<file path="src/rtl/core/kwtc_pkg.sv">
// ----------------------------------------------------------------------------
// Keyword transposition cipher package
// Shared constants, codes and types for the keyword transposition cipher.
// ----------------------------------------------------------------------------
`default_nettype none

package kwtc_pkg;

    localparam int MAX_KEY_LEN = 8;
    localparam int KEY_IDX_W   = $clog2(MAX_KEY_LEN);
    localparam int KEY_CNT_W   = $clog2(MAX_KEY_LEN + 1);
    localparam int LETTER_W    = 5;
    localparam int ALPHA       = 26;
    localparam int KEY_W       = MAX_KEY_LEN * LETTER_W;
    localparam int KEY_LEN_W   = 4;

    localparam logic [LETTER_W-1:0] LAST_LETTER = LETTER_W'(ALPHA - 1);
    localparam logic [7:0]          ASCII_A     = 8'd65;
    localparam logic [7:0]          ASCII_Z     = 8'd90;
    localparam logic [7:0]          ASCII_SPACE = 8'd32;

    // Configuration register indexes.
    typedef enum logic [0:0] {
        REG_KEY_LETTERS = 1'b0,
        REG_KEY_LENGTH  = 1'b1
    } cfg_reg_t;

    // Control states of the top level.
    typedef enum logic [1:0] {
        ST_IDLE,
        ST_BUILD,
        ST_LOOKUP,
        ST_RESULT
    } kwtc_state_t;

    // States of the alphabet generator.
    typedef enum logic [1:0] {
        GEN_IDLE,
        GEN_KEY,
        GEN_OUTER,
        GEN_SCAN
    } gen_state_t;

    // One table write: forward[pos] = letter and inverse[letter] = pos.
    typedef struct packed {
        logic                we;
        logic [LETTER_W-1:0] pos;
        logic [LETTER_W-1:0] letter;
    } tbl_wr_t;

endpackage

`default_nettype wire

</file>
<file path="src/rtl/core/kwtc_tables.sv">
// ----------------------------------------------------------------------------
// Keyword transposition cipher tables
// Forward and inverse substitution memories, one write and one registered read.
// ----------------------------------------------------------------------------
`default_nettype none

module kwtc_tables (
    input  wire logic                              clk,
    input  wire kwtc_pkg::tbl_wr_t                 wr,
    input  wire logic                              rd_en,
    input  wire logic [kwtc_pkg::LETTER_W-1:0]     rd_addr,
    output logic      [kwtc_pkg::LETTER_W-1:0]     fwd_q,
    output logic      [kwtc_pkg::LETTER_W-1:0]     inv_q
);
    import kwtc_pkg::*;

    logic [LETTER_W-1:0] fwd_mem [ALPHA];
    logic [LETTER_W-1:0] inv_mem [ALPHA];

    // Both tables are filled by the same write: the inverse is written at the
    // letter with the position as data.
    always_ff @(posedge clk)
    begin
        if (wr.we)
        begin
            fwd_mem[wr.pos]    <= wr.letter;
            inv_mem[wr.letter] <= wr.pos;
        end
    end

    always_ff @(posedge clk)
    begin
        if (rd_en)
        begin
            fwd_q <= fwd_mem[rd_addr];
            inv_q <= inv_mem[rd_addr];
        end
    end

endmodule

`default_nettype wire

</file>
<file path="src/rtl/core/kwtc_alpha_gen.sv">
// ----------------------------------------------------------------------------
// Keyword transposition cipher alphabet generator
// Emits the mixed alphabet as table writes, one letter at a time in position order.
// ----------------------------------------------------------------------------
`default_nettype none

module kwtc_alpha_gen (
    input  wire logic                               clk,
    input  wire logic                               rst_n,
    input  wire logic                               start,
    input  wire logic [kwtc_pkg::KEY_W-1:0]         key_letters,
    input  wire logic [kwtc_pkg::KEY_LEN_W-1:0]     key_length,
    output kwtc_pkg::tbl_wr_t                       wr,
    output logic                                    done,
    output logic                                    repeats
);
    import kwtc_pkg::*;

    gen_state_t          gst_reg,   gst_next;
    logic [KEY_CNT_W-1:0] k_reg,    k_next;
    logic [KEY_CNT_W-1:0] ncol_reg, ncol_next;
    logic [ALPHA-1:0]    used_reg,  used_next;
    logic                rep_reg,   rep_next;
    logic [LETTER_W-1:0] i_reg,     i_next;
    logic [LETTER_W-1:0] j_reg,     j_next;
    logic [KEY_IDX_W-1:0] col_reg,  col_next;
    logic [KEY_IDX_W-1:0] rank_reg, rank_next;
    logic [LETTER_W-1:0] pos_reg,   pos_next;
    logic [LETTER_W-1:0] cols_reg [MAX_KEY_LEN];

    logic [LETTER_W-1:0]  klet [MAX_KEY_LEN];
    logic [KEY_CNT_W-1:0] len_eff;
    logic [LETTER_W-1:0]  raw_letter;
    logic [LETTER_W-1:0]  key_letter;
    logic                 col_wr;
    logic [KEY_IDX_W-1:0] col_found;
    logic                 rank_last;
    logic                 emit;
    logic [LETTER_W-1:0]  emit_letter;

    always_comb
    begin
        for (int n = 0; n < MAX_KEY_LEN; n++)
        begin
            klet[n] = key_letters[n*LETTER_W +: LETTER_W];
        end
    end

    // Length zero counts as one letter; longer keys saturate.
    always_comb
    begin
        if (key_length == '0)
        begin
            len_eff = KEY_CNT_W'(1);
        end
        else if (KEY_CNT_W'(key_length) > KEY_CNT_W'(MAX_KEY_LEN))
        begin
            len_eff = KEY_CNT_W'(MAX_KEY_LEN);
        end
        else
        begin
            len_eff = KEY_CNT_W'(key_length);
        end
    end

    assign raw_letter = klet[k_reg[KEY_IDX_W-1:0]];
    assign key_letter = (raw_letter >= LETTER_W'(ALPHA)) ? raw_letter - LETTER_W'(ALPHA)
                                                          : raw_letter;

    // Column of the current outer letter among the distinct key letters kept.
    always_comb
    begin
        col_found = '0;
        for (int n = 0; n < MAX_KEY_LEN; n++)
        begin
            if ((KEY_CNT_W'(n) < ncol_reg) && (cols_reg[n] == i_reg))
            begin
                col_found = KEY_IDX_W'(n);
            end
        end
    end

    assign rank_last = ({1'b0, rank_reg} == (ncol_reg - KEY_CNT_W'(1)));

    always_comb
    begin
        gst_next    = gst_reg;
        k_next      = k_reg;
        ncol_next   = ncol_reg;
        used_next   = used_reg;
        rep_next    = rep_reg;
        i_next      = i_reg;
        j_next      = j_reg;
        col_next    = col_reg;
        rank_next   = rank_reg;
        col_wr      = 1'b0;
        emit        = 1'b0;
        emit_letter = i_reg;
        done        = 1'b0;
        unique case (gst_reg)
            GEN_IDLE:
            begin
                if (start)
                begin
                    gst_next  = GEN_KEY;
                    k_next    = '0;
                    ncol_next = '0;
                    used_next = '0;
                    rep_next  = 1'b0;
                end
            end
            GEN_KEY:
            begin
                if (used_reg[key_letter])
                begin
                    rep_next = 1'b1;
                end
                else
                begin
                    used_next[key_letter] = 1'b1;
                    col_wr    = 1'b1;
                    ncol_next = ncol_reg + KEY_CNT_W'(1);
                end
                k_next = k_reg + KEY_CNT_W'(1);
                if (k_reg == len_eff - KEY_CNT_W'(1))
                begin
                    gst_next = GEN_OUTER;
                    i_next   = '0;
                end
            end
            GEN_OUTER:
            begin
                if (used_reg[i_reg])
                begin
                    emit      = 1'b1;
                    col_next  = col_found;
                    j_next    = '0;
                    rank_next = '0;
                    gst_next  = GEN_SCAN;
                end
                else if (i_reg == LAST_LETTER)
                begin
                    done     = 1'b1;
                    gst_next = GEN_IDLE;
                end
                else
                begin
                    i_next = i_reg + LETTER_W'(1);
                end
            end
            GEN_SCAN:
            begin
                // Walk the leftover letters; those whose rank falls in this
                // column go out in row order.
                if (!used_reg[j_reg])
                begin
                    if (rank_reg == col_reg)
                    begin
                        emit        = 1'b1;
                        emit_letter = j_reg;
                    end
                    rank_next = rank_last ? '0 : rank_reg + KEY_IDX_W'(1);
                end
                if (j_reg == LAST_LETTER)
                begin
                    if (i_reg == LAST_LETTER)
                    begin
                        done     = 1'b1;
                        gst_next = GEN_IDLE;
                    end
                    else
                    begin
                        i_next   = i_reg + LETTER_W'(1);
                        gst_next = GEN_OUTER;
                    end
                end
                else
                begin
                    j_next = j_reg + LETTER_W'(1);
                end
            end
            default:
            begin
                gst_next = GEN_IDLE;
            end
        endcase
    end

    always_comb
    begin
        pos_next = pos_reg;
        if (gst_reg == GEN_IDLE)
        begin
            pos_next = '0;
        end
        else if (emit)
        begin
            pos_next = pos_reg + LETTER_W'(1);
        end
    end

    assign wr.we     = emit;
    assign wr.pos    = pos_reg;
    assign wr.letter = emit_letter;
    assign repeats   = rep_reg;

    always_ff @(posedge clk or negedge rst_n)
    begin
        if (!rst_n)
        begin
            gst_reg  <= GEN_IDLE;
            k_reg    <= '0;
            ncol_reg <= '0;
            used_reg <= '0;
            rep_reg  <= 1'b0;
            i_reg    <= '0;
            j_reg    <= '0;
            col_reg  <= '0;
            rank_reg <= '0;
            pos_reg  <= '0;
        end
        else
        begin
            gst_reg  <= gst_next;
            k_reg    <= k_next;
            ncol_reg <= ncol_next;
            used_reg <= used_next;
            rep_reg  <= rep_next;
            i_reg    <= i_next;
            j_reg    <= j_next;
            col_reg  <= col_next;
            rank_reg <= rank_next;
            pos_reg  <= pos_next;
        end
    end

    always_ff @(posedge clk)
    begin
        if (col_wr)
        begin
            cols_reg[ncol_reg[KEY_IDX_W-1:0]] <= key_letter;
        end
    end

endmodule

`default_nettype wire

</file>
<file path="src/rtl/core/keyword_transposition_cipher.sv">
// ----------------------------------------------------------------------------
// Keyword transposition cipher
// Substitutes uppercase letters through a keyword-mixed alphabet held in RAM.
// ----------------------------------------------------------------------------
// Result path: with the tables built, an accepted input goes through the table
//   read, then the result load into the output register, which waits while an
//   older result has not been taken.
// Flow: one character at a time, taken only in the idle state, set by the
//   single read port of the substitution memories and the one-item control sequence.
// Table build: the first item after reset or a configuration write first
//   builds the tables by a pass over the key letters, then a walk of the alphabet.
// Reset: asynchronous, active low; the key registers return to letter A with
//   length one, the tables are marked stale and the output is empty.
`default_nettype none

module keyword_transposition_cipher (
    input  wire logic                             clk,
    input  wire logic                             rst_n,
    // Configuration write port.
    input  wire logic                             cfg_we,
    input  wire logic [0:0]                       cfg_index,
    input  wire logic [kwtc_pkg::KEY_W-1:0]       cfg_data,
    // Input stream.
    input  wire logic                             s_tvalid,
    output logic                                  s_tready,
    input  wire logic [15:0]                      s_tdata,  // op, char_in[8:1], zeros
    // Result stream.
    output logic                                  m_tvalid,
    input  wire logic                             m_tready,
    output logic      [15:0]                      m_tdata   // char_out[7:0], char_bad,
                                                            // key_bad, zeros
);
    import kwtc_pkg::*;

    // Configuration registers.
    logic [KEY_W-1:0]     key_letters_reg;
    logic [KEY_LEN_W-1:0] key_length_reg;
    logic                 tables_ready_reg;

    // Control state.
    kwtc_state_t state_reg, state_next;

    // Item held while the tables are built and read.
    logic       op_reg;
    logic [7:0] char_reg;

    // Output register.
    logic       m_valid_reg;
    logic [7:0] out_char_reg;
    logic       out_bad_reg;
    logic       out_key_bad_reg;

    // Control outputs of the state machine.
    logic s_accept;
    logic gen_start;
    logic rd_en;
    logic out_load;

    // Generator and table interface.
    tbl_wr_t             tbl_wr;
    logic                gen_done;
    logic                gen_repeats;
    logic [LETTER_W-1:0] fwd_q;
    logic [LETTER_W-1:0] inv_q;
    logic [LETTER_W-1:0] rd_addr;
    logic [7:0]          char_diff;

    logic                is_letter;
    logic [LETTER_W-1:0] sub_letter;
    logic [7:0]          res_char;
    logic                res_bad;

    assign s_accept = s_tvalid && s_tready;

    // A configuration write makes the tables stale, so the next item will
    // rebuild them before its lookup. The build ends with the tables valid.
    always_ff @(posedge clk or negedge rst_n)
    begin
        if (!rst_n)
        begin
            key_letters_reg  <= '0;
            key_length_reg   <= KEY_LEN_W'(1);
            tables_ready_reg <= 1'b0;
        end
        else
        begin
            if (cfg_we)
            begin
                unique case (cfg_reg_t'(cfg_index))
                    REG_KEY_LETTERS: key_letters_reg <= cfg_data;
                    REG_KEY_LENGTH:  key_length_reg  <= cfg_data[KEY_LEN_W-1:0];
                    default:         key_letters_reg <= key_letters_reg;
                endcase
                tables_ready_reg <= 1'b0;
            end
            else if (gen_done)
            begin
                tables_ready_reg <= 1'b1;
            end
        end
    end

    // Next-state logic. Writes to the tables only happen in the build state
    // and reads only afterwards, so no access to one entry ever overlaps.
    always_comb
    begin
        state_next = state_reg;
        unique case (state_reg)
            ST_IDLE:
            begin
                if (s_accept)
                begin
                    state_next = tables_ready_reg ? ST_LOOKUP : ST_BUILD;
                end
            end
            ST_BUILD:
            begin
                if (gen_done)
                begin
                    state_next = ST_LOOKUP;
                end
            end
            ST_LOOKUP:
            begin
                state_next = ST_RESULT;
            end
            ST_RESULT:
            begin
                if (!m_valid_reg || m_tready)
                begin
                    state_next = ST_IDLE;
                end
            end
            default:
            begin
                state_next = ST_IDLE;
            end
        endcase
    end

    // Output logic of the state machine. The output register decouples the
    // two sides: a new transaction is taken while an older result waits.
    always_comb
    begin
        s_tready  = 1'b0;
        gen_start = 1'b0;
        rd_en     = 1'b0;
        out_load  = 1'b0;
        unique case (state_reg)
            ST_IDLE:
            begin
                s_tready  = 1'b1;
                gen_start = s_tvalid && !tables_ready_reg;
            end
            ST_BUILD:
            begin
                gen_start = 1'b0;
            end
            ST_LOOKUP:
            begin
                rd_en = 1'b1;
            end
            ST_RESULT:
            begin
                out_load = !m_valid_reg || m_tready;
            end
            default:
            begin
                s_tready = 1'b0;
            end
        endcase
    end

    always_ff @(posedge clk or negedge rst_n)
    begin
        if (!rst_n)
        begin
            state_reg <= ST_IDLE;
        end
        else
        begin
            state_reg <= state_next;
        end
    end

    always_ff @(posedge clk)
    begin
        if (s_accept)
        begin
            op_reg   <= s_tdata[0];
            char_reg <= s_tdata[8:1];
        end
    end

    kwtc_alpha_gen u_alpha_gen (
        .clk         (clk),
        .rst_n       (rst_n),
        .start       (gen_start),
        .key_letters (key_letters_reg),
        .key_length  (key_length_reg),
        .wr          (tbl_wr),
        .done        (gen_done),
        .repeats     (gen_repeats)
    );

    assign char_diff = char_reg - ASCII_A;
    assign rd_addr   = char_diff[LETTER_W-1:0];
    assign is_letter = (char_reg >= ASCII_A) && (char_reg <= ASCII_Z);

    kwtc_tables u_tables (
        .clk     (clk),
        .wr      (tbl_wr),
        .rd_en   (rd_en && is_letter),
        .rd_addr (rd_addr),
        .fwd_q   (fwd_q),
        .inv_q   (inv_q)
    );

    // Letters are substituted; a space passes through, anything else passes
    // through and is flagged.
    assign sub_letter = op_reg ? inv_q : fwd_q;
    assign res_char   = is_letter ? (ASCII_A + {3'b000, sub_letter}) : char_reg;
    assign res_bad    = !is_letter && (char_reg != ASCII_SPACE);

    always_ff @(posedge clk or negedge rst_n)
    begin
        if (!rst_n)
        begin
            m_valid_reg <= 1'b0;
        end
        else if (out_load)
        begin
            m_valid_reg <= 1'b1;
        end
        else if (m_tready)
        begin
            m_valid_reg <= 1'b0;
        end
    end

    always_ff @(posedge clk)
    begin
        if (out_load)
        begin
            out_char_reg    <= res_char;
            out_bad_reg     <= res_bad;
            out_key_bad_reg <= gen_repeats;
        end
    end

    assign m_tvalid = m_valid_reg;
    assign m_tdata  = {6'b000000, out_key_bad_reg, out_bad_reg, out_char_reg};

    // The generator only writes the tables while the block is building.
    a_wr_in_build: assert property (@(posedge clk) disable iff (!rst_n)
        tbl_wr.we |-> (state_reg == ST_BUILD))
        else $error("table write outside of the build state");

    // The tables become valid only at the end of a build.
    a_ready_from_build: assert property (@(posedge clk) disable iff (!rst_n)
        $rose(tables_ready_reg) |-> $past(gen_done))
        else $error("tables marked valid without a finished build");

    // A result is never loaded over one that has not been taken.
    a_no_overwrite: assert property (@(posedge clk) disable iff (!rst_n)
        out_load |-> (!m_valid_reg || m_tready))
        else $error("output register overwritten before its transaction");

endmodule

`default_nettype wire
</file>
<file path="config.mk">
export PLATFORM = sky130hd
export DESIGN_NAME = keyword_transposition_cipher
export DESIGN_NICKNAME = d
export VERILOG_FILES = /design/src/rtl/core/kwtc_pkg.sv /design/src/rtl/core/kwtc_tables.sv /design/src/rtl/core/kwtc_alpha_gen.sv /design/src/rtl/core/keyword_transposition_cipher.sv
export SDC_FILE = /design/constraint.sdc
export NUM_CORES = 1
export LEC_CHECK = 0
export BUFFER_PORTS_ARGS = -buffer_cell sky130_fd_sc_hd__buf_4
export CAP_MARGIN = 20
export CORE_ASPECT_RATIO = 0.9
export CORE_MARGIN = 3
export CORE_UTILIZATION = 45
export DETAILED_ROUTE_END_ITERATION = 16
export GPL_TIMING_DRIVEN = 0
export SYNTH_ARGS = -nofsm -noshare
export SYNTH_HDL_FRONTEND = slang
export SYNTH_SLANG_ARGS = --single-unit
</file>
<file path="constraint.sdc">
create_clock -name clk -period 5.62 [get_ports clk]
set_input_delay 0.562 -clock clk [delete_from_list [all_inputs] [get_ports clk]]
set_output_delay 0.562 -clock clk [all_outputs]
set_load 0.1 [all_outputs]
</file>
# Yosys cells after proc, flatten, opt, wreduce, memory -nomap -nowiden
# Memory sizes are Yosys's and may differ from the RTL's. A register that Yosys moved wholly into a read port is not among the register bits.
# Cells that the tools add are included.
# word_totals
word_cells,206
memories,3
inputBits,62
ramBits,300
reg_bits,125
# op_classes
mux,84
n_eq_ne,32
order_cmp,16
n_reduce_logical,37
n_bitwise,3
add_sub_neg,11
# memory_table
memory,depth,width,rd,rd_ports_with_merged_regs,write_ports,line,source
u_tables.fwd_mem,26,5,1,1,1,kwtc_tables.sv:17,logic [LETTER_W-1:0] fwd_mem [ALPHA];
u_tables.inv_mem,26,5,1,1,1,kwtc_tables.sv:18,logic [LETTER_W-1:0] inv_mem [ALPHA];
u_alpha_gen.cols_reg,8,5,7,0,1,kwtc_alpha_gen.sv:29,logic [LETTER_W-1:0] cols_reg [MAX_KEY_LEN];
# op_table
cell,n
$mux W5,15
$mux W26,2
$pmux W26 S2,1
$eq A5 B5 Y1,7
$mux W1,27
$or A26 B26 Y26,1
$mux W2,12
$mux W3,7
$lt A5 B6 Y1 const B,3
$lt A3 B4 Y1 const A,4
$mux W4,4
$ne A2 B2 Y1 const B,8
$pmux W2 S4,2
$pmux W4 S2,2
$add A5 B1 Y5 const B,3
$bmux W1 S5,3
$bmux W5 S3,1
$pmux W5 S3,1
$reduce_and A3 Y1,5
$logic_and A1 B1 Y1,13
$eq A5 B5 Y1 const B,2
$pmux W5 S2,1
$reduce_bool A2 Y1,5
$add A4 B1 Y4 const B,2
other kinds (34),52

# Depth between registers and ports, before layout
# Gate-level depths: netlist of the first run.
# logic_depth
depth_word,13
mapped_depth,15

# Modules after synthesis
# From an unflattened synthesis of the first run, not the netlist that was laid out.
# unflattened
hier_cells,1362
hier_area_um2,19623.8
# by_module_without_submodules
mod,area_each_um2,cells_each,n_inst
kwtc_tables,10845.4,615,1
kwtc_alpha_gen,5838.1,550,1
keyword_transposition_cipher,2940.3,197,1

# Worst setup path before layout of the first run
# Ideal clock, no wire load.
# synth_timing
kind,flip-flop to flip-flop
from,register u_alpha_gen.j_reg[0]
to,memory u_tables.inv_mem[3][0] (enable)
setup_slack_ns,1.301
required_ns,5.246
path_stages_with_launch,10
synth_period_minus_slack_ns,4.319
arrival_time_ns,3.945
cell_sequence,dfrtp_1 -> buf_2 -> mux4_2 -> mux2i_1 -> mux4_2 -> nand3_1 -> buf_4 -> o21ai_0 -> nand3_1 -> nor3_1
# synth_rtl
item,line,source
"start, declared",kwtc_alpha_gen.sv:25,"logic [LETTER_W-1:0] j_reg, j_next;"
"start signal, assigned",kwtc_alpha_gen.sv:230,j_reg <= j_next;
"end, declared",kwtc_tables.sv:18,

# Final worst setup path of the first run
# layout_timing
from,register char_reg[0]
to,"register u_tables.fwd_q[4] (netlist name), read port of u_tables.fwd_mem (data pin)"
# layout_via
elab_chain_cells,3
# layout_rtl
item,line,source
"start, declared",keyword_transposition_cipher.sv:45,logic [7:0] char_reg;
"start signal, assigned",keyword_transposition_cipher.sv:191,char_reg <= s_tdata[8:1];
$ge A8 B7 Y1 or $le A8 B7 Y1 (tied branches),keyword_transposition_cipher.sv:208,assign is_letter = (char_reg >= ASCII_A) && (char_reg <= ASCII_Z);
$logic_and A1 B1 Y1,keyword_transposition_cipher.sv:208,
$logic_and A1 B1 Y1,keyword_transposition_cipher.sv:213,".rd_en (rd_en && is_letter),"
"end, declared",kwtc_tables.sv:12,"output logic [kwtc_pkg::LETTER_W-1:0] fwd_q,"
# Parallel ways exist; a longest one is shown, timed or not.
# A chain may end at the register's enable or synchronous reset.

==> metrics.txt, run 1 <==
# TYPE chip_impl_metric gauge
chip_impl_info{name="run_status",value="complete, no violations"} 1
chip_impl_metric{name="setup-violations-final",unit=""} 0
chip_impl_metric{name="worst_pin_slew",unit="ns"} 1.079
chip_impl_metric{name="worstPathMaxFanout",unit=""} 10
chip_impl_metric{name="num_io_pins",unit=""} 80
chip_impl_metric{name="yosys.cell_types.count",unit=""} 70
chip_impl_metric{name="fin_worst_skew",unit="ns"} 0.02236
chip_impl_metric{name="met1_usage",unit=""} 0.3018
chip_impl_metric{name="final_max_slew_viol_count",unit=""} 0
chip_impl_metric{name="grt_use_total",unit=""} 0.1958
chip_impl_info{name="critPathCaptureType",value="flip-flop"} 1
chip_impl_metric{name="port-buffer-count",unit=""} 66
chip_impl_metric{name="finalHoldViolCount",unit=""} 0
chip_impl_metric{name="cellPowerDensity",unit="nW/um^2"} 533.9
chip_impl_metric{name="vias",unit=""} 11072
chip_impl_metric{name="grt_pass1_wl",unit="um"} 68010
chip_impl_info{name="clock-root-buffer",value="clkbuf_16"} 1
chip_impl_metric{name="synthDominantCellAreaShare",unit=""} 0.5010
chip_impl_metric{name="power_leakage",unit="nW"} 8.041
chip_impl_metric{name="ctsLongestPathBuffers",unit=""} 3
chip_impl_metric{name="route.final.wire_length",unit="um"} 43750
chip_impl_metric{name="place_ws",unit="ns"} 0.3822
chip_impl_metric{name="dp_hpwl",unit="um"} 30130
chip_impl_info{name="cts_tree",value="built"} 1
chip_impl_metric{name="drt-vias-per-instance",unit=""} 5.600
chip_impl_metric{name="floorplan.rows",unit=""} 71
chip_impl_metric{name="use_met2",unit=""} 0.2954
chip_impl_info{name="synth.cells.most_frequent",value="324 x edfxtp_1, 105 x dfrtp_1, 90 x nor2_1"} 1
chip_impl_info{name="min-delay-path-class",value="in2async"} 1
chip_impl_metric{name="floorplan.core_area",unit="sq um"} 42200
chip_impl_metric{name="final.period_utilization",unit=""} 0.9185
chip_impl_metric{name="end_of_flow_core_utilization",unit=""} 0.5292
chip_impl_metric{name="clk_pin_slew",unit="ns"} 0.06
chip_impl_metric{name="synth_edf_count",unit=""} 324
chip_impl_metric{name="fmaxAchievable",unit="MHz"} 193.7
chip_impl_metric{name="setup_ws",unit="ns"} 0.4580
chip_impl_metric{name="synth.yosys.seq_area_share",unit=""} 0.6377
chip_impl_metric{name="post_synth.cell_area_avg",unit="sq um"} 15.32
chip_impl_metric{name="worst_ep_arrival_time",unit="ns"} 5.46
chip_impl_metric{name="die_w",unit="um"} 225.0
chip_impl_metric{name="async_flop_share",unit=""} 0.2465
chip_impl_metric{name="drive_above_1_share",unit=""} 0.2442
chip_impl_metric{name="clkSinkCount",unit=""} 430
chip_impl_metric{name="fp.dieArea",unit="sq um"} 45690
chip_impl_metric{name="max_cap_violations",unit=""} 0
chip_impl_metric{name="synthCells",unit=""} 1268
chip_impl_metric{name="synth_warnings",unit=""} 0
chip_impl_metric{name="finalCriticalPeriod",unit="ns"} 5.162
chip_impl_metric{name="cts.hold.buffers_added",unit=""} 0
chip_impl_metric{name="grt_pass1_vias",unit=""} 11224
chip_impl_metric{name="drt_first_iter_violations",unit=""} 884
chip_impl_info{name="crit_type",value="reg2reg"} 1
chip_impl_metric{name="cts_inserted_buffers",unit=""} 45
chip_impl_info{name="crit_path_launch_type",value="flip-flop"} 1
chip_impl_metric{name="wl_per_cell",unit="um"} 22.13
chip_impl_metric{name="cts-htree-levels",unit=""} 2
chip_impl_metric{name="post_dp_cell_area",unit="sq um"} 20710
chip_impl_metric{name="synth_area",unit="sq um"} 19420
chip_impl_info{name="grt_setup_unrepaired",value="false"} 1
chip_impl_metric{name="syn_to_final_growth",unit="%"} 14.99
chip_impl_info{name="dominantRegCellSynth",value="edfxtp_1"} 1
chip_impl_metric{name="post-route-drc-count",unit=""} 0
chip_impl_metric{name="clkLatencyLatePin",unit="ns"} 0.58
chip_impl_metric{name="grt_max_degree",unit=""} 55
chip_impl_metric{name="cts_resized",unit=""} 0
chip_impl_metric{name="gp_congestion",unit=""} 0.8618
chip_impl_metric{name="met3_usage",unit=""} 0.03441
chip_impl_metric{name="finish.cell_count_without_fillers",unit=""} 1977
chip_impl_info{name="gr-max-usage-layer",value="met1"} 1
chip_impl_metric{name="cts.repair_timing.setup_buffer_count",unit=""} 0
chip_impl_info{name="yosysMostFrequentCell",value="edfxtp_1"} 1
chip_impl_metric{name="worst_ir_drop_vdd",unit="mV"} 0.2980
chip_impl_metric{name="yosys_register_bits",unit=""} 430
chip_impl_metric{name="stdcell_area",unit="sq um"} 22330
chip_impl_metric{name="globalRoute.totalOverflow",unit=""} 0
chip_impl_metric{name="initial_antenna_violation_count",unit=""} 0
chip_impl_metric{name="detail-route-antenna-nets",unit=""} 0
chip_impl_metric{name="critPathRequiredTime",unit="ns"} 5.92
chip_impl_metric{name="placed_cells",unit=""} 1890
chip_impl_info{name="yosysTopAreaCell",value="edfxtp_1"} 1
chip_impl_metric{name="floorplan.initialDensity",unit=""} 0.4602
chip_impl_metric{name="nets",unit=""} 1477
chip_impl_info{name="post_synth_main_area_contributors",value="edfxtp_1 50%, dfrtp_1 14%, mux4_2 9.7%, mux2_2 4.2%, mux2i_1 2.4%"} 1
chip_impl_metric{name="slew_headroom",unit=""} 0.2744
chip_impl_metric{name="die_h",unit="um"} 203.1
chip_impl_metric{name="firstDrtPassIters",unit=""} 5
chip_impl_metric{name="layout.filler_cells",unit=""} 3500
## cell families after synthesis
| group | after synthesis | synth area share |
|---|---|---|
| compound gates | 148 | 0.05412 |
| xor+xnor | 62 | 0.02796 |
| fa+ha+maj | 23 | 0.01482 |
| buf+inv | 106 | 0.02339 |
| flops | 430 | 0.6377 |
| mux | 203 | 0.1634 |
| other cells | 1 | 0.0001931 |
| simple gates | 295 | 0.07847 |
## cell type report
type / instances / area [sq um] / area share
Sequential cell: 430 / 12380 / 0.5545
Multi-Input combinational cell: 737 / 6611 / 0.2961
Clock buffer: 55 / 1249 / 0.05592
Tap cell: 547 / 684.4 / 0.03065
Timing Repair Buffer: 72 / 628.1 / 0.02813
Buffer: 73 / 329.1 / 0.01474
Clock inverter: 29 / 319.1 / 0.01429
Inverter: 33 / 125.1 / 0.005603
Antenna cell: 1 / 2.502 / 0.0001121
## report_power, final
part	internal, mW	total, mW	switching (mW)
registers	4.13	4.47	0.345
logic	1.56	4.33	2.77
clock network	1.87	3.13	1.26
total	7.55	11.9	4.37
## path summary, 6_finish.rpt
kind	slack, ns	to	depth (start not counted)	startpoint
setup / recovery	0.46	u_tables.fwd_q[4]	12	char_reg[0]
hold / removal	0.06	u_alpha_gen.ncol_reg[0]	1	rst_n
setup reg to reg	0.46	u_tables.fwd_q[4]	12	char_reg[0]
hold reg to reg	0.45	out_key_bad_reg	0	u_alpha_gen.repeats
max in group asynchronous	4.76	key_length_reg[0]	2	rst_n
min in group clk	0.15	op_reg	1	s_tdata[0]
## worst max-delay path, cell delays in order (launching register included)
cell,delay (ns)
edfxtp_1,0.37
clkbuf_1,0.71
buf_1,0.70
clkbuf_1,0.55
inv_1,0.16
ha_1,0.31
clkbuf_1,0.31
clkbuf_1,0.60
mux4_2,0.42
mux2i_1,0.31
nand2_1,0.09
o21ai_0,0.16
o21ai_0,0.16
## metal layers
| layer | part of all wire | wire, um | up-vias |
|---|---|---|---|
| met1 | 0.47 | 20770 | 5627 |
| met5 | 0 | 0 | - |
| met2 | 0.45 | 19750 | 279 |
| met3 | 0.059 | 2593 | 48 |
| li1 | - | - | 5118 |
| met4 | 0.015 | 640 | 0 |
## through the flow
step / power, mW / hold WS (ns) / TNS, ns
4_1_cts: 11.99 / 0.06542 / 0
2_1_floorplan: 7.482 / 0.2664 / 0
3_5_place_dp: 8.826 / 0.4391 / 0
6_report: 11.92 / 0.06139 / 0
3_3_place_gp: 8.723 / 0.4334 / -47.30
5_1_grt: 12.55 / 0.1024 / 0
## cells in the final DEF, fill, tap and decap left out, types with 47 or more instances in the layout
cell type    n
nand2_1     79
clkbuf_16   48
nor2_1      90
mux2i_1     47
mux4_2      84
dfrtp_1    105
buf_4       76
clkbuf_1    47
mux2_2      72
edfxtp_1   324
o21ai_0     48
Note: power is estimated with default switching activity, not from simulation.
==> inputs of run 2 (changes only) <==
--- a/config.mk
+++ b/config.mk
@@ -11,7 +11,8 @@
 export CORE_MARGIN = 3
 export CORE_UTILIZATION = 45
 export DETAILED_ROUTE_END_ITERATION = 16
-export GPL_TIMING_DRIVEN = 0
+export GPL_TIMING_DRIVEN = 1
+export SLEW_MARGIN = 15
 export SYNTH_ARGS = -nofsm -noshare
 export SYNTH_HDL_FRONTEND = slang
 export SYNTH_SLANG_ARGS = --single-unit
==> metrics.txt, run 2 (same netlist as run 1, synthesis figures left out) <==
# TYPE chip_impl_metric gauge
chip_impl_metric{name="critPathRequiredTime",unit="ns"} 5.87
chip_impl_metric{name="die_h",unit="um"} 203.1
chip_impl_metric{name="num_antenna_cells",unit=""} 0
chip_impl_metric{name="clkLatencyLatePin",unit="ns"} 0.58
chip_impl_metric{name="fp.dieArea",unit="sq um"} 45690
chip_impl_metric{name="detail-route-antenna-nets",unit=""} 0
chip_impl_metric{name="wl_per_cell",unit="um"} 21.97
chip_impl_metric{name="cellInternalPower",unit="mW"} 7.363
chip_impl_metric{name="swShare",unit=""} 0.3657
chip_impl_metric{name="finalHoldViolCount",unit=""} 0
chip_impl_metric{name="multiInputGateArea",unit="sq um"} 6641
chip_impl_info{name="min-delay-path-class",value="in2async"} 1
chip_impl_metric{name="worst_ir_drop_vdd",unit="mV"} 0.2797
chip_impl_metric{name="power_leakage",unit="nW"} 7.943
chip_impl_metric{name="grt_max_degree",unit=""} 57
chip_impl_metric{name="clock_power_share",unit=""} 0.253
chip_impl_metric{name="drt-vias-per-instance",unit=""} 5.733
chip_impl_metric{name="dp_hpwl",unit="um"} 27430
chip_impl_metric{name="worst_ep_arrival_time",unit="ns"} 4.93
chip_impl_metric{name="r2r_setup_slack",unit="ns"} 0.94
chip_impl_metric{name="num_io_pins",unit=""} 80
chip_impl_metric{name="setup-tns-final",unit="ns"} 0
chip_impl_info{name="run_status",value="complete, no violations"} 1
chip_impl_metric{name="final_max_slew_viol_count",unit=""} 0
chip_impl_metric{name="gp_congestion",unit=""} 0.8172
chip_impl_metric{name="die_w",unit="um"} 225.0
chip_impl_metric{name="floorplan.core_area",unit="sq um"} 42200
chip_impl_info{name="critPathCaptureType",value="flip-flop"} 1
chip_impl_metric{name="initial_antenna_violation_count",unit=""} 0
chip_impl_metric{name="grt_use_total",unit=""} 0.1894
chip_impl_metric{name="cellPowerDensity",unit="nW/um^2"} 526.6
chip_impl_metric{name="clkSinkCount",unit=""} 430
chip_impl_metric{name="fmaxAchievable",unit="MHz"} 213.5
chip_impl_metric{name="globalRoute.totalOverflow",unit=""} 0
chip_impl_info{name="leading_cell_type_in_the_layout_fill_and_taps_excluded",value="edfxtp_1"} 1
chip_impl_metric{name="cts-htree-levels",unit=""} 2
chip_impl_info{name="mostFrequentLayoutCells",value="324 x edfxtp_1, 105 x dfrtp_1, 94 x buf_4, 90 x nor2_1, 84 x mux4_2"} 1
chip_impl_metric{name="ctsLongestPathBuffers",unit=""} 3
chip_impl_metric{name="setup-violations-final",unit=""} 0
chip_impl_metric{name="grt_pass1_vias",unit=""} 11141
chip_impl_metric{name="finalCriticalPeriod",unit="ns"} 4.685
chip_impl_metric{name="slew_headroom",unit=""} 0.2922
chip_impl_info{name="crit_type",value="reg2reg"} 1
chip_impl_metric{name="floorplan.initialDensity",unit=""} 0.4602
chip_impl_metric{name="worstPathMaxFanout",unit=""} 16
chip_impl_metric{name="clk_pin_slew",unit="ns"} 0.06
chip_impl_info{name="crit_path_launch_type",value="flip-flop"} 1
chip_impl_metric{name="cts.hold.buffers_added",unit=""} 0
chip_impl_metric{name="final.period_utilization",unit=""} 0.8336
chip_impl_metric{name="drt_first_iter_violations",unit=""} 1063
chip_impl_metric{name="drive_above_1_share",unit=""} 0.2578
chip_impl_metric{name="switching_power",unit="mW"} 4.244
chip_impl_metric{name="layout.area.seq",unit="sq um"} 12380
chip_impl_metric{name="max_cap_violations",unit=""} 0
chip_impl_metric{name="vias",unit=""} 11054
chip_impl_metric{name="fin_worst_skew",unit="ns"} 0.02453
chip_impl_metric{name="cts.repair_timing.setup_buffer_count",unit=""} 0
chip_impl_metric{name="route.final.wire_length",unit="um"} 42360
chip_impl_metric{name="layout.filler_cells",unit=""} 3430
chip_impl_metric{name="syn_to_final_growth",unit="%"} 13.49
chip_impl_metric{name="pwr-share-seq",unit=""} 0.397
chip_impl_metric{name="report.power.total",unit="mW"} 11.61
chip_impl_metric{name="worst_pin_slew",unit="ns"} 1.032
chip_impl_metric{name="nets",unit=""} 1428
chip_impl_metric{name="post-route-drc-count",unit=""} 0
chip_impl_metric{name="floorplan.rows",unit=""} 71
chip_impl_info{name="clock-root-buffer",value="clkbuf_16"} 1
chip_impl_info{name="cts_tree",value="built"} 1
chip_impl_info{name="grt_setup_unrepaired",value="false"} 1
chip_impl_metric{name="firstDrtPassIters",unit=""} 5
chip_impl_metric{name="combPwrFrac",unit=""} 0.350
chip_impl_metric{name="port-buffer-count",unit=""} 66
chip_impl_metric{name="grt_pass1_wl",unit="um"} 65810
chip_impl_metric{name="cts_inserted_buffers",unit=""} 46
chip_impl_metric{name="cts_resized",unit=""} 0
run 2: changes by cell type in the layout (fill, tap and decap cells not counted), moves of 3 or more:
cell       delta
clkbuf_8     +10
buf_16        -4
clkbuf_1     -32
bufinv_16     -5
clkbuf_4      -3
buf_2         -5
buf_4        +18
buf_1        -13
clkinv_1      -7
clkinv_2      -5
run 2: cell type report:
class / count / share of cell area
Sequential cell: 430 / 0.5618
Multi-Input combinational cell: 737 / 0.3013
Clock buffer: 72 / 0.06165
Timing Repair Buffer: 95 / 0.03293
Tap cell: 547 / 0.03105
Inverter: 33 / 0.005677
Clock inverter: 14 / 0.005507
run 2: worst paths after layout:
| path | depth (start not counted) | from | endpoint |
|---|---|---|---|
| worst max register to register | 12 | u_alpha_gen.k_reg[0] | u_alpha_gen.cols_reg[5][2] |
| max in group asynchronous | 2 | rst_n | key_length_reg[3] |
| min in group clk | 1 | s_tdata[1] | char_reg[0] |
| worst min-delay path | 1 | rst_n | u_alpha_gen.ncol_reg[3] |
| worst min register to register | 0 | u_alpha_gen.repeats | out_key_bad_reg |
| worst max-delay path | 12 | u_alpha_gen.k_reg[0] | u_alpha_gen.cols_reg[5][2] |
run 2: metrics by stage:
stage                     setup slack [ns]  std cells  instance area [sq um]  utilization  hold slack, ns
after global placement              0.9599       1841                  20540       0.4868          0.4345
after floorplan                      1.301       1273                  19440            -          0.2664
after global routing                0.5483       1928                  22040       0.5223          0.1086
final                               0.9353       1928                  22040       0.5223         0.06594
after CTS                           0.8694       1927                  22020       0.5218         0.08066
after detailed placement            0.8989       1841                  20540       0.4868          0.4479
run 2: layer usage:
layer,vias to the layer above,wire [um],GRT usage
met2,306,19690,0.2920
met3,56,2231,0.03860
met1,5676,19580,0.2771
met4,0,861,0.04993
li1,5016,-,-
met5,-,0,0
run 2: power by group through the flow:
stage	registers (mW)	clock network, mW	logic [mW]
3_3_place_gp	4.66	0	4.01
6_report	4.61	2.94	4.06
2_1_floorplan	4.53	0	2.95
5_1_grt	4.67	3.15	4.44
3_5_place_dp	4.67	0	4.07
4_1_cts	4.61	3.02	4.09
run 2: critical path, cell delays in order (launching register included):
cell	delay, ns
dfrtp_1	0.93
mux4_2	0.65
mux2_2	0.32
clkinv_2	0.13
ha_1	0.33
inv_1	0.15
nand2_1	0.09
a32o_1	0.44
a32oi_1	0.17
mux2i_1	0.30
nor3_4	0.12
nor3_4	0.34
and4_1	0.39
==> inputs of run 3 (changes only) <==
==> constraint.sdc (replaced) <==
create_clock -name clk -period 4.8 [get_ports clk]
set_input_delay 0.48 -clock clk [delete_from_list [all_inputs] [get_ports clk]]
set_output_delay 0.48 -clock clk [all_outputs]
set_load 0.1 [all_outputs]
==> metrics.txt, run 3 (same netlist as run 1, synthesis figures left out) <==
# TYPE chip_impl_metric gauge
chip_impl_metric{name="floorplan.rows",unit=""} 71
chip_impl_metric{name="combPwrFrac",unit=""} 0.357
chip_impl_metric{name="vias",unit=""} 10885
chip_impl_metric{name="grt_use_total",unit=""} 0.1903
chip_impl_metric{name="grt_pass1_wl",unit="um"} 66600
chip_impl_metric{name="ctsLongestPathBuffers",unit=""} 3
chip_impl_metric{name="place_ws",unit="ns"} 0.5850
chip_impl_metric{name="drt_first_iter_violations",unit=""} 947
chip_impl_metric{name="num_antenna_cells",unit=""} 0
chip_impl_info{name="path_cells",value="buf_4 -> mux4_2 -> mux2i_1 -> buf_4 -> a21oi_1 -> o31ai_4 -> inv_2 -> o211ai_1 -> nand2_1 -> nor3_4 -> and4_1"} 1
chip_impl_metric{name="worst_ep_arrival_time",unit="ns"} 4.49
chip_impl_metric{name="grt_pass1_vias",unit=""} 11278
chip_impl_metric{name="fp.dieArea",unit="sq um"} 45690
chip_impl_info{name="grt_setup_unrepaired",value="false"} 1
chip_impl_metric{name="fin_worst_skew",unit="ns"} 0.02711
chip_impl_metric{name="switching_power",unit="mW"} 4.986
chip_impl_metric{name="nets",unit=""} 1448
chip_impl_metric{name="route.final.wire_length",unit="um"} 42540
chip_impl_metric{name="port-buffer-count",unit=""} 66
chip_impl_metric{name="end_of_flow_core_utilization",unit=""} 0.5260
chip_impl_metric{name="gp_congestion",unit=""} 0.8990
chip_impl_metric{name="clk_pin_slew",unit="ns"} 0.06
chip_impl_metric{name="detail-route-antenna-nets",unit=""} 0
chip_impl_metric{name="fmaxAchievable",unit="MHz"} 234.9
chip_impl_metric{name="cts.hold.buffers_added",unit=""} 1
chip_impl_metric{name="finalCriticalPeriod",unit="ns"} 4.256
chip_impl_info{name="run_status",value="complete, no violations"} 1
chip_impl_metric{name="swShare",unit=""} 0.3644
chip_impl_metric{name="post_dp_cell_area",unit="sq um"} 20710
chip_impl_info{name="leading_cell_type_in_the_layout_fill_and_taps_excluded",value="edfxtp_1"} 1
chip_impl_info{name="crit_path_launch_type",value="flip-flop"} 1
chip_impl_metric{name="drive_above_1_share",unit=""} 0.2677
chip_impl_metric{name="cts-htree-levels",unit=""} 2
chip_impl_metric{name="cellPowerDensity",unit="nW/um^2"} 616.4
chip_impl_metric{name="dp_hpwl",unit="um"} 28010
chip_impl_info{name="clock-root-buffer",value="clkbuf_16"} 1
chip_impl_metric{name="cts.repair_timing.setup_buffer_count",unit=""} 0
chip_impl_metric{name="syn_to_final_growth",unit="%"} 14.28
chip_impl_metric{name="floorplan.core_area",unit="sq um"} 42200
chip_impl_metric{name="finalHoldViolCount",unit=""} 0
chip_impl_metric{name="critPathRequiredTime",unit="ns"} 5.04
chip_impl_metric{name="clock_power_share",unit=""} 0.250
chip_impl_metric{name="die_h",unit="um"} 203.1
chip_impl_metric{name="layout.filler_cells",unit=""} 3445
chip_impl_metric{name="setup-tns-final",unit="ns"} 0
chip_impl_info{name="critical-path-top-cell-by-count",value="buf_4"} 1
chip_impl_metric{name="globalRoute.totalOverflow",unit=""} 0
chip_impl_metric{name="num_io_pins",unit=""} 80
chip_impl_metric{name="setup_ws",unit="ns"} 0.5435
chip_impl_metric{name="cts_resized",unit=""} 0
chip_impl_metric{name="wl_per_cell",unit="um"} 21.88
chip_impl_metric{name="final.period_utilization",unit=""} 0.8868
chip_impl_metric{name="clkSinkCount",unit=""} 430
chip_impl_metric{name="slew_headroom",unit=""} 0.3124
chip_impl_metric{name="post-route-drc-count",unit=""} 0
chip_impl_metric{name="report.power.total",unit="mW"} 13.68
chip_impl_metric{name="drt-vias-per-instance",unit=""} 5.599
chip_impl_metric{name="cellInternalPower",unit="mW"} 8.695
chip_impl_metric{name="clkLatencyLatePin",unit="ns"} 0.57
chip_impl_metric{name="critical-path-max-stage-delay",unit="ns"} 0.59
chip_impl_info{name="cts_tree",value="built"} 1
chip_impl_metric{name="grt_max_degree",unit=""} 74
chip_impl_metric{name="firstDrtPassIters",unit=""} 5
chip_impl_metric{name="final_max_slew_viol_count",unit=""} 0
chip_impl_info{name="min-delay-path-class",value="in2reg"} 1
chip_impl_info{name="mostFrequentLayoutCells",value="324 x edfxtp_1, 111 x buf_4, 105 x dfrtp_1, 90 x nor2_1, 84 x mux4_2"} 1
chip_impl_info{name="critPathCaptureType",value="flip-flop"} 1
chip_impl_metric{name="die_w",unit="um"} 225.0
chip_impl_info{name="cpLargestDelayFamily",value="simple AND/OR/NAND/NOR gates"} 1
chip_impl_info{name="crit_type",value="reg2reg"} 1
chip_impl_metric{name="setup-violations-final",unit=""} 0
chip_impl_metric{name="power_leakage",unit="nW"} 8.040
chip_impl_metric{name="floorplan.initialDensity",unit=""} 0.4602
chip_impl_metric{name="worstPathMaxFanout",unit=""} 12
chip_impl_metric{name="worst_pin_slew",unit="ns"} 1.031
chip_impl_metric{name="crit_buf_inv",unit=""} 3
chip_impl_metric{name="pwr-share-seq",unit=""} 0.393
chip_impl_metric{name="max_cap_violations",unit=""} 0
chip_impl_info{name="cpMaxStageDelayCell",value="dfrtp_1"} 1
chip_impl_metric{name="worst_ir_drop_vdd",unit="mV"} 0.3406
chip_impl_metric{name="stdcell_area",unit="sq um"} 22190
chip_impl_metric{name="initial_antenna_violation_count",unit=""} 0
chip_impl_metric{name="cts_inserted_buffers",unit=""} 46
[run 3: cell types whose count changed in the layout (fill, tap and decap cells not counted), moves of 2 or more]
| cell | before | now |
|---|---|---|
| buf_12 | 1 | 3 |
| buf_4 | 94 | 111 |
| clkinv_4 | 2 | 0 |
| bufinv_16 | 1 | 3 |
| clkbuf_1 | 15 | 6 |
| clkinvlp_4 | 1 | 3 |
| clkinv_2 | 6 | 13 |
| clkbuf_16 | 46 | 48 |
| clkinv_1 | 3 | 9 |
| clkbuf_8 | 11 | 1 |
| inv_6 | 2 | 0 |
[run 3: routing by layer]
| metal | GRT usage | wire length (um) |
|---|---|---|
| met1 | 0.2828 | 19870 |
| met3 | 0.03267 | 2128 |
| met2 | 0.2943 | 19800 |
| met5 | 0 | 0 |
| met4 | 0.04789 | 748 |
[run 3: area by class of cell]
| cell class | instances | area (sq um) | area share |
|---|---|---|---|
| inverters | 33 | 125.1 | 0.005638 |
| clock inverters | 27 | 219.0 | 0.009866 |
| repair buffers | 115 | 903.4 | 0.04070 |
| clock buffers | 55 | 1237 | 0.05576 |
| multi-input cells | 737 | 6641 | 0.2992 |
| flip-flops and latches | 430 | 12380 | 0.5580 |
| well taps | 547 | 684.4 | 0.03084 |
[run 3: metrics by stage]
stage                     hold WS, ns  cells
after floorplan                0.1844   1273
after global placement         0.4356   1860
after detailed placement       0.4471   1860
after CTS                     0.04620   1943
after global routing          0.05990   1944
final                         0.08526   1944
[run 3: power groups by stage]
stage	Combinational [mW]	Sequential (mW)	Clock [mW]
2_1_floorplan	3.45	5.31	0
3_3_place_gp	4.80	5.44	0
3_5_place_dp	4.87	5.45	0
4_1_cts	4.88	5.38	3.52
5_1_grt	5.31	5.45	3.67
6_report	4.88	5.38	3.43
[run 3: worst register-to-register path: cells and delay by family (launching register included)]
family	cells	cell delay, ns
flops	1	0.59
buf+inv	3	0.83
simple gates	3	0.93
compound gates	3	0.70
mux	2	0.87
[run 3: path summary, 6_finish.rpt]
check | startpoint | endpoint | slack (ns) | cells past startpoint
hold / removal | s_tdata[3] | char_reg[2] | 0.09 | 1
min in group asynchronous | rst_n | key_letters_reg[18] | 0.55 | 2
setup / recovery | u_alpha_gen.k_reg[0] | u_alpha_gen.cols_reg[2][1] | 0.54 | 11
hold reg to reg | u_alpha_gen.repeats | out_key_bad_reg | 0.46 | 0
setup reg to reg | u_alpha_gen.k_reg[0] | u_alpha_gen.cols_reg[2][1] | 0.54 | 11
max in group asynchronous | rst_n | u_alpha_gen.pos_reg[0] | 3.11 | 3
